$ cat src/sv/assert_macros.svh
// assertion macros used by the rtl files (timer_table_scheduler)
// clocked on clk_i, disabled while rst_ni is low
`ifndef ASSERT_MACROS_SVH
`define ASSERT_MACROS_SVH

// plain property check
`define TTS_ASSERT(label, prop, msg) \
  label: assert property (@(posedge clk_i) disable iff (!rst_ni) (prop)) else $error(msg);

// same-cycle implication
`define TTS_ASSERT_IMP(label, ante, cons, msg) \
  label: assert property (@(posedge clk_i) disable iff (!rst_ni) (ante) |-> (cons)) \
    else $error(msg);

`endif

$ cat src/sv/tts_pkg.sv
`timescale 1ns / 1ps
`default_nettype none
// ----------------------------------------------------------------------------
// tts_pkg
// Types and constants for the timer table scheduler.
// ----------------------------------------------------------------------------
package tts_pkg;

  localparam int unsigned SLOTS_DEF = 16;
  localparam int unsigned ID_W      = 31;
  localparam int unsigned IVL_W     = 31;
  localparam int unsigned NOW_W     = 63;
  localparam int unsigned DL_W      = 64;

  // input operation codes
  localparam logic [1:0] OP_ADD    = 2'd0;
  localparam logic [1:0] OP_REMOVE = 2'd1;
  localparam logic [1:0] OP_TICK   = 2'd2;

  // result kinds
  localparam logic [1:0] KIND_ADD    = 2'd0;
  localparam logic [1:0] KIND_REMOVE = 2'd1;
  localparam logic [1:0] KIND_FIRED  = 2'd2;
  localparam logic [1:0] KIND_DONE   = 2'd3;

  // result status codes
  localparam logic [1:0] ST_OK        = 2'd0;
  localparam logic [1:0] ST_FULL      = 2'd1;
  localparam logic [1:0] ST_NOT_FOUND = 2'd2;

  typedef struct packed {
    logic [1:0]       op;
    logic [ID_W-1:0]  rm_id;
    logic [IVL_W-1:0] interval;
    logic             repeat_req;
    logic [NOW_W-1:0] now;
  } tts_req_t;

  typedef struct packed {
    logic [1:0]      kind;
    logic [ID_W-1:0] fired_id;
    logic [1:0]      status;
    logic            last;
  } tts_res_t;

  // one table entry as held in the slot memory
  typedef struct packed {
    logic [ID_W-1:0]  id;
    logic [IVL_W-1:0] ivl;
    logic [DL_W-1:0]  deadline;
    logic             periodic;
  } tts_slot_t;

  typedef enum logic [1:0] {
    ST_IDLE,
    ST_SCAN,
    ST_FINISH
  } tts_state_e;

endpackage
`default_nettype wire

$ cat src/sv/tts_ram.sv
`timescale 1ns / 1ps
`default_nettype none
// ----------------------------------------------------------------------------
// tts_ram
// Generic single-write, single-read RAM with registered read data.
// ----------------------------------------------------------------------------
module tts_ram #(
  parameter int unsigned WIDTH = 8,
  parameter int unsigned DEPTH = 16,
  localparam int unsigned AW   = (DEPTH > 1) ? $clog2(DEPTH) : 1
) (
  input  wire logic             clk_i,
  input  wire logic             we_i,
  input  wire logic [AW-1:0]    waddr_i,
  input  wire logic [WIDTH-1:0] wdata_i,
  input  wire logic [AW-1:0]    raddr_i,
  output logic      [WIDTH-1:0] rdata_o
);

  logic [WIDTH-1:0] mem [DEPTH];
  logic [WIDTH-1:0] rdata_q;

  always_ff @(posedge clk_i) begin
    if (we_i) begin
      mem[waddr_i] <= wdata_i;
    end
    rdata_q <= mem[raddr_i];
  end

  assign rdata_o = rdata_q;

endmodule
`default_nettype wire

$ cat src/sv/timer_table_scheduler.sv
`timescale 1ns / 1ps
`default_nettype none
// ----------------------------------------------------------------------------
// timer_table_scheduler
// Table of software timers: add, remove and tick items, each handled by one
// sequential scan over the slots.
//
//   channel   ports                      handshake
//   request   req_i                      start & !busy
//   result    res_o                      res_valid_o strobe, one cycle, no stall
//
// Add, remove and tick each walk the slot memory once, one slot per cycle,
// through a one-deep read pipeline; add and remove end the scan early when a
// slot is found, and tick ends with a pass through the finish state.
// Op code 3 is taken and dropped without going busy.
// The result register shows each result in the cycle after it is decided; the
// next item may be started while the last result is still on the port.
// Reset clears the valid bits, the id counter and the sequencer; the slot
// memory itself is not cleared.
// ----------------------------------------------------------------------------
`include "assert_macros.svh"

module timer_table_scheduler import tts_pkg::*; #(
  parameter int unsigned SLOTS = SLOTS_DEF
) (
  input  wire logic     clk_i,
  input  wire logic     rst_ni,
  input  wire logic     start,
  output logic          busy,
  input  wire tts_req_t req_i,
  output logic          res_valid_o,
  output tts_res_t      res_o
);

  localparam int unsigned IDX_W  = (SLOTS > 1) ? $clog2(SLOTS) : 1;
  localparam int unsigned SLOT_W = $bits(tts_slot_t);
  localparam logic [IDX_W-1:0] LAST_IDX = IDX_W'(SLOTS - 1);

  tts_state_e state_q, state_d;

  tts_req_t   req_q;
  logic       issue_q, issue_d;
  logic [IDX_W-1:0] rd_idx_q, rd_idx_d;
  logic       ev_vld_q, ev_vld_d;
  logic [IDX_W-1:0] ev_idx_q, ev_idx_d;
  logic [SLOTS-1:0] valid_q, valid_d;
  logic [ID_W-1:0]  id_cnt_q, id_cnt_d;
  logic       res_vld_q, res_vld_d;
  tts_res_t   res_q, res_d;

  logic       accept;
  logic       ram_we;
  tts_slot_t  ram_wdata;
  logic [SLOT_W-1:0] ram_rdata;
  tts_slot_t  slot_rd;

  // shared deadline adder and compare
  logic [IVL_W-1:0] add_ivl;
  logic [DL_W-1:0]  new_deadline;
  logic             expired;
  logic             cur_valid;
  logic             at_last;

  assign accept  = start && !busy;
  assign busy    = (state_q != ST_IDLE);
  assign slot_rd = tts_slot_t'(ram_rdata);

  assign add_ivl      = (req_q.op == OP_ADD) ? req_q.interval : slot_rd.ivl;
  assign new_deadline = {1'b0, req_q.now} + {{(DL_W - IVL_W){1'b0}}, add_ivl};
  assign expired      = ({1'b0, req_q.now} >= slot_rd.deadline);
  assign cur_valid    = valid_q[ev_idx_q];
  assign at_last      = (ev_idx_q == LAST_IDX);

  tts_ram #(
    .WIDTH (SLOT_W),
    .DEPTH (SLOTS)
  ) u_slot_ram (
    .clk_i   (clk_i),
    .we_i    (ram_we),
    .waddr_i (ev_idx_q),
    .wdata_i (SLOT_W'(ram_wdata)),
    .raddr_i (rd_idx_q),
    .rdata_o (ram_rdata)
  );

  always_ff @(posedge clk_i or negedge rst_ni) begin
    if (!rst_ni) begin
      state_q   <= ST_IDLE;
      issue_q   <= 1'b0;
      rd_idx_q  <= '0;
      ev_vld_q  <= 1'b0;
      ev_idx_q  <= '0;
      valid_q   <= '0;
      id_cnt_q  <= '0;
      res_vld_q <= 1'b0;
    end else begin
      state_q   <= state_d;
      issue_q   <= issue_d;
      rd_idx_q  <= rd_idx_d;
      ev_vld_q  <= ev_vld_d;
      ev_idx_q  <= ev_idx_d;
      valid_q   <= valid_d;
      id_cnt_q  <= id_cnt_d;
      res_vld_q <= res_vld_d;
    end
  end

  always_ff @(posedge clk_i) begin
    if (accept) begin
      req_q <= req_i;
    end
    res_q <= res_d;
  end

  always_comb begin
    state_d   = state_q;
    issue_d   = issue_q;
    rd_idx_d  = rd_idx_q;
    ev_vld_d  = 1'b0;
    ev_idx_d  = ev_idx_q;
    valid_d   = valid_q;
    id_cnt_d  = id_cnt_q;
    res_vld_d = 1'b0;
    res_d     = res_q;
    ram_we    = 1'b0;
    ram_wdata = slot_rd;

    case (state_q)
      ST_IDLE: begin
        if (accept && (req_i.op == OP_ADD || req_i.op == OP_REMOVE ||
                       req_i.op == OP_TICK)) begin
          state_d  = ST_SCAN;
          issue_d  = 1'b1;
          rd_idx_d = '0;
        end
      end

      ST_SCAN: begin
        // read issue stage
        if (issue_q) begin
          ev_vld_d = 1'b1;
          ev_idx_d = rd_idx_q;
          if (rd_idx_q == LAST_IDX) begin
            issue_d = 1'b0;
          end else begin
            rd_idx_d = rd_idx_q + IDX_W'(1);
          end
        end

        // evaluate stage, memory data belongs to ev_idx_q
        if (ev_vld_q) begin
          case (req_q.op)
            OP_ADD: begin
              if (!cur_valid) begin
                ram_we             = 1'b1;
                ram_wdata.id       = id_cnt_q;
                ram_wdata.ivl      = req_q.interval;
                ram_wdata.deadline = new_deadline;
                ram_wdata.periodic = req_q.repeat_req;
                valid_d[ev_idx_q]  = 1'b1;
                id_cnt_d           = id_cnt_q + ID_W'(1);
                res_vld_d          = 1'b1;
                res_d              = '{kind: KIND_ADD, fired_id: id_cnt_q,
                                       status: ST_OK, last: 1'b1};
                state_d            = ST_IDLE;
                issue_d            = 1'b0;
              end else if (at_last) begin
                res_vld_d = 1'b1;
                res_d     = '{kind: KIND_ADD, fired_id: '0,
                              status: ST_FULL, last: 1'b1};
                state_d   = ST_IDLE;
              end
            end

            OP_REMOVE: begin
              if (cur_valid && slot_rd.id == req_q.rm_id) begin
                valid_d[ev_idx_q] = 1'b0;
                res_vld_d         = 1'b1;
                res_d             = '{kind: KIND_REMOVE, fired_id: req_q.rm_id,
                                      status: ST_OK, last: 1'b1};
                state_d           = ST_IDLE;
                issue_d           = 1'b0;
              end else if (at_last) begin
                res_vld_d = 1'b1;
                res_d     = '{kind: KIND_REMOVE, fired_id: req_q.rm_id,
                              status: ST_NOT_FOUND, last: 1'b1};
                state_d   = ST_IDLE;
              end
            end

            default: begin
              if (cur_valid && expired) begin
                res_vld_d = 1'b1;
                res_d     = '{kind: KIND_FIRED, fired_id: slot_rd.id,
                              status: ST_OK, last: 1'b0};
                if (slot_rd.periodic) begin
                  ram_we             = 1'b1;
                  ram_wdata.deadline = new_deadline;
                end else begin
                  valid_d[ev_idx_q] = 1'b0;
                end
              end
              if (at_last) begin
                state_d = ST_FINISH;
              end
            end
          endcase
        end
      end

      ST_FINISH: begin
        res_vld_d = 1'b1;
        res_d     = '{kind: KIND_DONE, fired_id: '0, status: ST_OK, last: 1'b1};
        state_d   = ST_IDLE;
      end

      default: begin
        state_d = ST_IDLE;
      end
    endcase
  end

  assign res_valid_o = res_vld_q;
  assign res_o       = res_q;

  // every scan closes with a final result
  `TTS_ASSERT_IMP(a_busy_ends_last, $fell(busy), res_valid_o && res_o.last,
                  "scan ended without a final result")
  // results come only out of a scan
  `TTS_ASSERT_IMP(a_res_from_scan, res_valid_o, $past(busy),
                  "result transfer without a preceding scan")
  // a final result leaves the block free for the next item
  `TTS_ASSERT_IMP(a_last_not_busy, res_valid_o && res_o.last, !busy,
                  "still busy after final result")
  // fired results are not final and come while the block is still busy
  `TTS_ASSERT_IMP(a_fired_mid_tick, res_valid_o && res_o.kind == KIND_FIRED,
                  !res_o.last && busy, "fired result out of tick sequence")

endmodule
`default_nettype wire
$ cat config.mk
export PLATFORM = sky130hd
export DESIGN_NAME = timer_table_scheduler
export DESIGN_NICKNAME = d
export VERILOG_FILES = /design/src/sv/tts_pkg.sv /design/src/sv/tts_ram.sv /design/src/sv/timer_table_scheduler.sv
export VERILOG_INCLUDE_DIRS = /design/src /design/src/sv
export SDC_FILE = /design/constraint.sdc
export NUM_CORES = 2
export LEC_CHECK = 0
export BUFFER_PORTS_ARGS = -buffer_cell sky130_fd_sc_hd__buf_2
export CAP_MARGIN = 30
export CORE_MARGIN = 4
export CORE_UTILIZATION = 29
export CTS_CLUSTER_DIAMETER = 50
export DETAILED_ROUTE_END_ITERATION = 6
export HOLD_SLACK_MARGIN = 0.15
export PLACE_DENSITY_LB_ADDON = 0.12
export SETUP_SLACK_MARGIN = 0.15
export SLEW_MARGIN = 0
export SYNTH_ARGS = -nofsm -noshare
export SYNTH_HDL_FRONTEND = slang
export SYNTH_HIERARCHICAL = 1
export SYNTH_SLANG_ARGS = --single-unit
$ cat constraint.sdc
create_clock -name clk_i -period 37.8 [get_ports clk_i]
set_clock_uncertainty 0.15 [all_clocks]
set_input_delay 5.67 -clock clk_i [delete_from_list [all_inputs] [get_ports clk_i]]
set_output_delay 5.67 -clock clk_i [all_outputs]
set_load 0.01 [all_outputs]
* After elaboration in Yosys (flattened, before gate mapping)
Memories as Yosys holds them, arrays and structs flattened. A register that Yosys moved wholly into a read port is not among the register bits. Index checks and enable logic that the tools add are counted.
Word-level totals: logic and storage cells 132, flip-flop bits (word level) 224, memories kept 1, memory bits (writable) 2032
Memories:
- u_slot_ram.mem | words 16, bits a word 127, rd ports 1, clocked after Yosys merged registers in 1, wr ports 1, line tts_ram.sv:20 | logic [WIDTH-1:0] mem [DEPTH];
Operators by class: mux-type cells 63, reductions and logical operators 22, bitwise gates (word level) 4, equal/unequal tests 19, add/sub/neg operators 3, $lt $le $gt $ge 3
Operator list (number):
- 127-bit 2-to-1 mux | 3
- 36-bit 2-to-1 mux | 6
- 36-bit case mux with 2 select lines | 2
- 64-bit 2-to-1 mux | 2
- 64-bit case mux with 2 select lines | 1
- 63-bit by 31-bit adder with 64-bit output | 1
- 63-bit by 64-bit >= comparator with 1-bit output | 1
- 16-bit 2-to-1 mux | 4
- 62-bit 2-to-1 mux | 1
- 16-bit case mux with 2 select lines | 1
- 31-bit by 1-bit adder with 31-bit output, second input constant | 1
- 31-bit equality test | 1
- 31-bit 2-to-1 mux | 1
- 1-bit 2-to-1 mux | 23
- 16-bit bitwise AND | 1
- 16-bit NOT | 1
- 16-bit bitwise OR | 1
- 2-bit 2-to-1 mux | 6
- 4-bit 2-to-1 mux | 3
- 2-bit inequality test, second input constant | 6
- 1-bit case mux with 2 select lines | 5
- 4-bit equality test, second input constant | 2
- 4-bit by 3-bit inequality test with 1-bit output, second input constant | 2
- 4-bit inequality test, second input constant | 2
- other kinds (22) | 37

* Longest topological paths before layout
depth after elaboration 9, gate-level depth with buffers 15, gate-level depth less buffers 12

* Hierarchy
Netlist, hierarchy kept.
By module, submodules not included:
- tts_ram | cells an instance 3321, times used 1, area each 78795.6 um^2
- timer_table_scheduler | cells an instance 1407, times used 1, area each 14843.0 um^2

* Least setup slack after synthesis
No wires, ideal clock.
path type reg2reg, start point reg req_q[31] (netlist name), end point mem u_slot_ram/mem[0][0] (netlist name) (enable), path buffers 2, clock period less this slack 12.462 ns, slack 25.338 ns, stages on the path, launching flop included 14, arrival 11.543 ns, cells stage by stage edfxtp_1 -> ha_1 -> nand4_1 -> nor4_1 -> o211ai_1 -> a211oi_1 -> o21ai_0 -> a21bo_2 -> and2_0 -> buf_2 -> buf_2 -> inv_1 -> or3b_2 -> nor3_1
Between the ends: longest elaborated chain between the ends 8
Ends and longest elaborated chain:
- from (decl) | line timer_table_scheduler.sv:41 | tts_req_t req_q;
- from (signal assigned) | line timer_table_scheduler.sv:110 | req_q <= req_i;
- 63-bit by 64-bit >= comparator with 1-bit output | line timer_table_scheduler.sv:70 | assign expired = ({1'b0, req_q.now} >= slot_rd.deadline);
- 1-bit logical AND | line timer_table_scheduler.sv:192 | if (cur_valid && expired) begin
- 1-bit 2-to-1 mux | line timer_table_scheduler.sv:192
- 1-bit case mux with 2 select lines | line timer_table_scheduler.sv:152 | case (req_q.op)
- 1-bit 2-to-1 mux | line timer_table_scheduler.sv:151 | if (ev_vld_q) begin
- 1-bit 2-to-1 mux | line timer_table_scheduler.sv:128 | case (state_q)
- net ram_we | line timer_table_scheduler.sv:52 | logic ram_we;
- 1-bit 2-to-1 mux | line tts_ram.sv:24 | if (we_i) begin
- 1-bit 2-to-1 mux (implied by the code) | line tts_ram.sv:25 | mem[waddr_i] <= wdata_i;
- to (decl) | line tts_ram.sv:20
The timed path passes the listed nets, and every way through them passes these cells.

* Final worst setup path
start point reg state_q[1], end point out busy
Between the ends: longest elaborated chain between the ends 1
Ends and longest elaborated chain:
- from (decl) | line timer_table_scheduler.sv:39 | tts_state_e state_q, state_d;
- from (signal assigned) | line timer_table_scheduler.sv:97 | state_q <= state_d;
- 2-bit nonzero test | line timer_table_scheduler.sv:65 | assign busy = (state_q != ST_IDLE);
- to (decl) | line timer_table_scheduler.sv:29 | output logic busy,
Every way passes these cells.

==> results.yml <==
yosys:
  post-synth-top-area-fraction_pct: 70.4
  ys_ff_latch: 2383
  netlist_top_cells_area: "edfxtp_1 70%, mux4_2 12%, dfxtp_1 2.7%, mux2_2 1.9%, a22oi_1 1.8%"
  async_flop_share_pct: 2.52
  yosysWarnings: 6
  synth_top_cell_by_area: "edfxtp_1"
  postSynthAreaPerCell_um2: 19.8
  synth_cell_types: 69
  synthFlopType: "edfxtp_1"
  synth-edff-count: 2196
  synth_area_um2: 93600
  syn-num-nets: 4960
  yosysSeqAreaShare_pct: 74.7
  netlist_instances: 4728
setup_path:
  crit_path_end_kind: "output pin"
  worstSetupStartpoint: "state_q[1]$_DFFE_PN0P_"
  cp-start-kind: "flip-flop"
  crit_top_cell: "inv_1"
  rr_startpoint: "req_q[31]$_DFFE_PP_"
  path_max_fanout: 4
  criticalPathCategory: "flip-flop to output pin"
  crit_slowest_cell: "dfrtp_1"
  crit_path_cell_trace: "inv_1 -> ha_1 -> inv_1 -> buf_2"
  cpPeakStageDelay_ns: 0.39
  crit_arrival_ns: 1.88
  cp.required_ns: 31.98
final_layout:
  layout_common_cells: "2196 x edfxtp_1, 480 x mux4_2, 340 x clkbuf_16"
  fin_util_pct: 34.9
  final_nets: 5410
  area_delta_synth_final_pct: 19.7
  fill_cells: 30100
  fin_area_um2: 112000
  layout-drive-gt1-share_pct: 29.0
  final_common_cell: "edfxtp_1"
clock_network:
  cts_htree_levels: 5
  post-cts-setup-buffers: 0
  clk-insertion-delay-late_ns: 0.92
  cts_resized: 0
  cts_made_buffers: 335
  cts.sink_count: 2383
  clkSlewWorstSetupHoldPaths_ns: 0.05
  cts_tree: "yes"
  cts.path.max_buffers: 4
  cts_root_buf: "clkbuf_16"
  ctsHoldBuffers: 0
sta:
  fin_crit_sh_pct: 20.4
  finalSetupViolCount: 0
  tns_ns: 0
  tightest_slew_ns: 1.00
  relSlewSlack_pct: 31.7
  fin_hold_ws_ns: 0.345
  slew_viol_final: 0
  fmax_ghz: 0.130
  hold_viol_final: 0
  fin_crit_ns: 7.70
  rsz0062_at_grt: "no"
routing:
  drt-vias-per-instance: 4.90
  remaining_drc_errors: 0
  num_vias: 47900
  wl_per_cell_um: 27.9
  final_antenna_net_count: 0
  drt_iter0_drc: 3764
  drt_first_pass_iters: 5
  routed_wl_um: 272000
grt:
  antenna_found_initial: 19
  grt_max_degree: 93
  overflow: 0
  grt_pass1_wl_um: 388000
  grtUsageTotal_pct: 16.1
  grt_pass1_vias: 50300
die:
  rows: 208
  die_width_um: 576
  coreArea_um2: 321000
  fp.dieH_um: 576
  die-area_um2: 332000
  ioPinCount: 169
  start_util_pct: 29.2
power:
  power_frac_seq_pct: 40.9
  clockPowerShare_pct: 36.9
  p_leak_nw: 36.4
  worst_ir_drop_vdd_v: 0.0000442
  p_sw_share_pct: 29.9
  p_sw_mw: 2.56
  p_per_area_nw_per_um2: 76.5
  p_comb_share_pct: 22.2
  cell_internal_pwr_mw: 6.01
  power_mw: 8.57
worst_hold_path:
  hp-class: "flip-flop to flip-flop"
status:
  status: "completed"
place:
  portBuffers: 168
  routabilityCongestion: 0.803
  hpwlAfterDp_um: 155000
  postPlaceCellArea_um2: 101000
run:
  maxCapViolCount: 0
[layer usage]
metal | track usage, % | vias to the layer above | wire length (um)
met5 | 0 | - | 0
met4 | 3.59 | 0 | 5080
met3 | 1.94 | 325 | 11000
met2 | 26.3 | 1123 | 130000
met1 | 23.0 | 26000 | 126000
li1 | - | 20400 | -
[stage by stage]
step / setup slack [ns] / instances
after floorplan: 25.34 / 4728
after global placement: 29.75 / 9103
after detailed placement: 29.71 / 9140
after CTS: 30.01 / 9763
after global routing: 29.98 / 9770
final: 30.10 / 9773
[power groups by stage]
stage | sequential, mW | clock, mW | combinational [mW]
finish | 3.51 | 3.16 | 1.90
global route | 3.52 | 3.37 | 2.08
CTS | 3.51 | 3.25 | 1.94
detailed placement | 3.56 | 0 | 1.93
global placement | 3.57 | 0 | 1.89
floorplan | 3.51 | 0 | 1.22
[registers in the layout, indices dropped and copies added, names as in the netlist, named ones only]
| signal | flops |
|---|---|
| u_slot_ram/mem | 2032 |
| u_slot_ram/rdata_o | 127 |
| ev_vld_q | 1 |
| issue_q | 1 |
| id_cnt_q | 31 |
| res_valid_o | 1 |
| ev_idx_q | 4 |
| rd_idx_q | 4 |
| res_o | 36 |
| state_q | 2 |
| req_q | 128 |
[synthesized netlist by cell type (all sizes together), types with 3 or more instances]
library cell / count
edfxtp: 2196
mux4: 482
a22oi: 231
nand2: 203
mux2: 161
buf: 141
dfxtp: 127
ha: 100
nor2: 97
clkbuf: 92
inv: 86
a21oi: 78
mux2i: 76
o21ai: 75
dfrtp: 60
xnor2: 60
xor2: 58
nand3: 43
nor3: 36
nor2b: 33
a221oi: 31
nand4: 26
a21o: 23
nand2b: 22
and3: 20
o221ai: 18
a211oi: 16
nor4: 16
o22a: 16
and2: 15
o211ai: 10
a221o: 8
or2: 8
a21boi: 6
o21bai: 6
o2111ai: 5
o21a: 5
o31ai: 5
and4: 4
a31oi: 3
a32o: 3
nor3b: 3
or3b: 3
[path summary, 6_finish.rpt]
path | depth (start not counted) | slack [ns] | endpoint
worst max-delay path | 4 | 30.10 | busy
worst min-delay path | 1 | 0.35 | flip-flop
worst max register to register | 14 | 30.72 | u_slot_ram/mem[2][21]$_DFFE_PP_
worst min register to register | 1 | 0.35 | flip-flop
max in group asynchronous | 2 | 31.99 | rd_idx_q[1]$_DFFE_PN0P_
min in group asynchronous | 2 | 4.79 | id_cnt_q[8]$_DFFE_PN0P_
[area by class of cell]
class	count	area (um^2)	share of cell area (%)
diodes	4	10.0	0.00893
clock buffers	400	8850	7.90
clock inverters	223	2530	2.26
inverters	86	323	0.288
multi-input cells	2026	22400	20.0
flip-flops and latches	2383	70000	62.5
well taps	4305	5390	4.81
repair buffers	346	2540	2.27
[critical path, delay by kind of cell (launching register included)]
| family | cells | cell delay, ns |
|---|---|---|
| adder cells (fa/ha/maj) | 1 | 0.25 |
| flip-flops | 1 | 0.39 |
| buffers and inverters | 3 | 0.38 |
[kinds of logic after synthesis]
kind of cell	count (synthesis)	synth area share, %
xor+xnor	118	1.10
buf+inv	319	1.56
fa+ha+maj	101	1.36
flops	2383	74.7
compound gates	553	4.17
simple gates	535	2.71
mux	719	14.3
No activity file was read; power rests on OpenSTA's default activity.
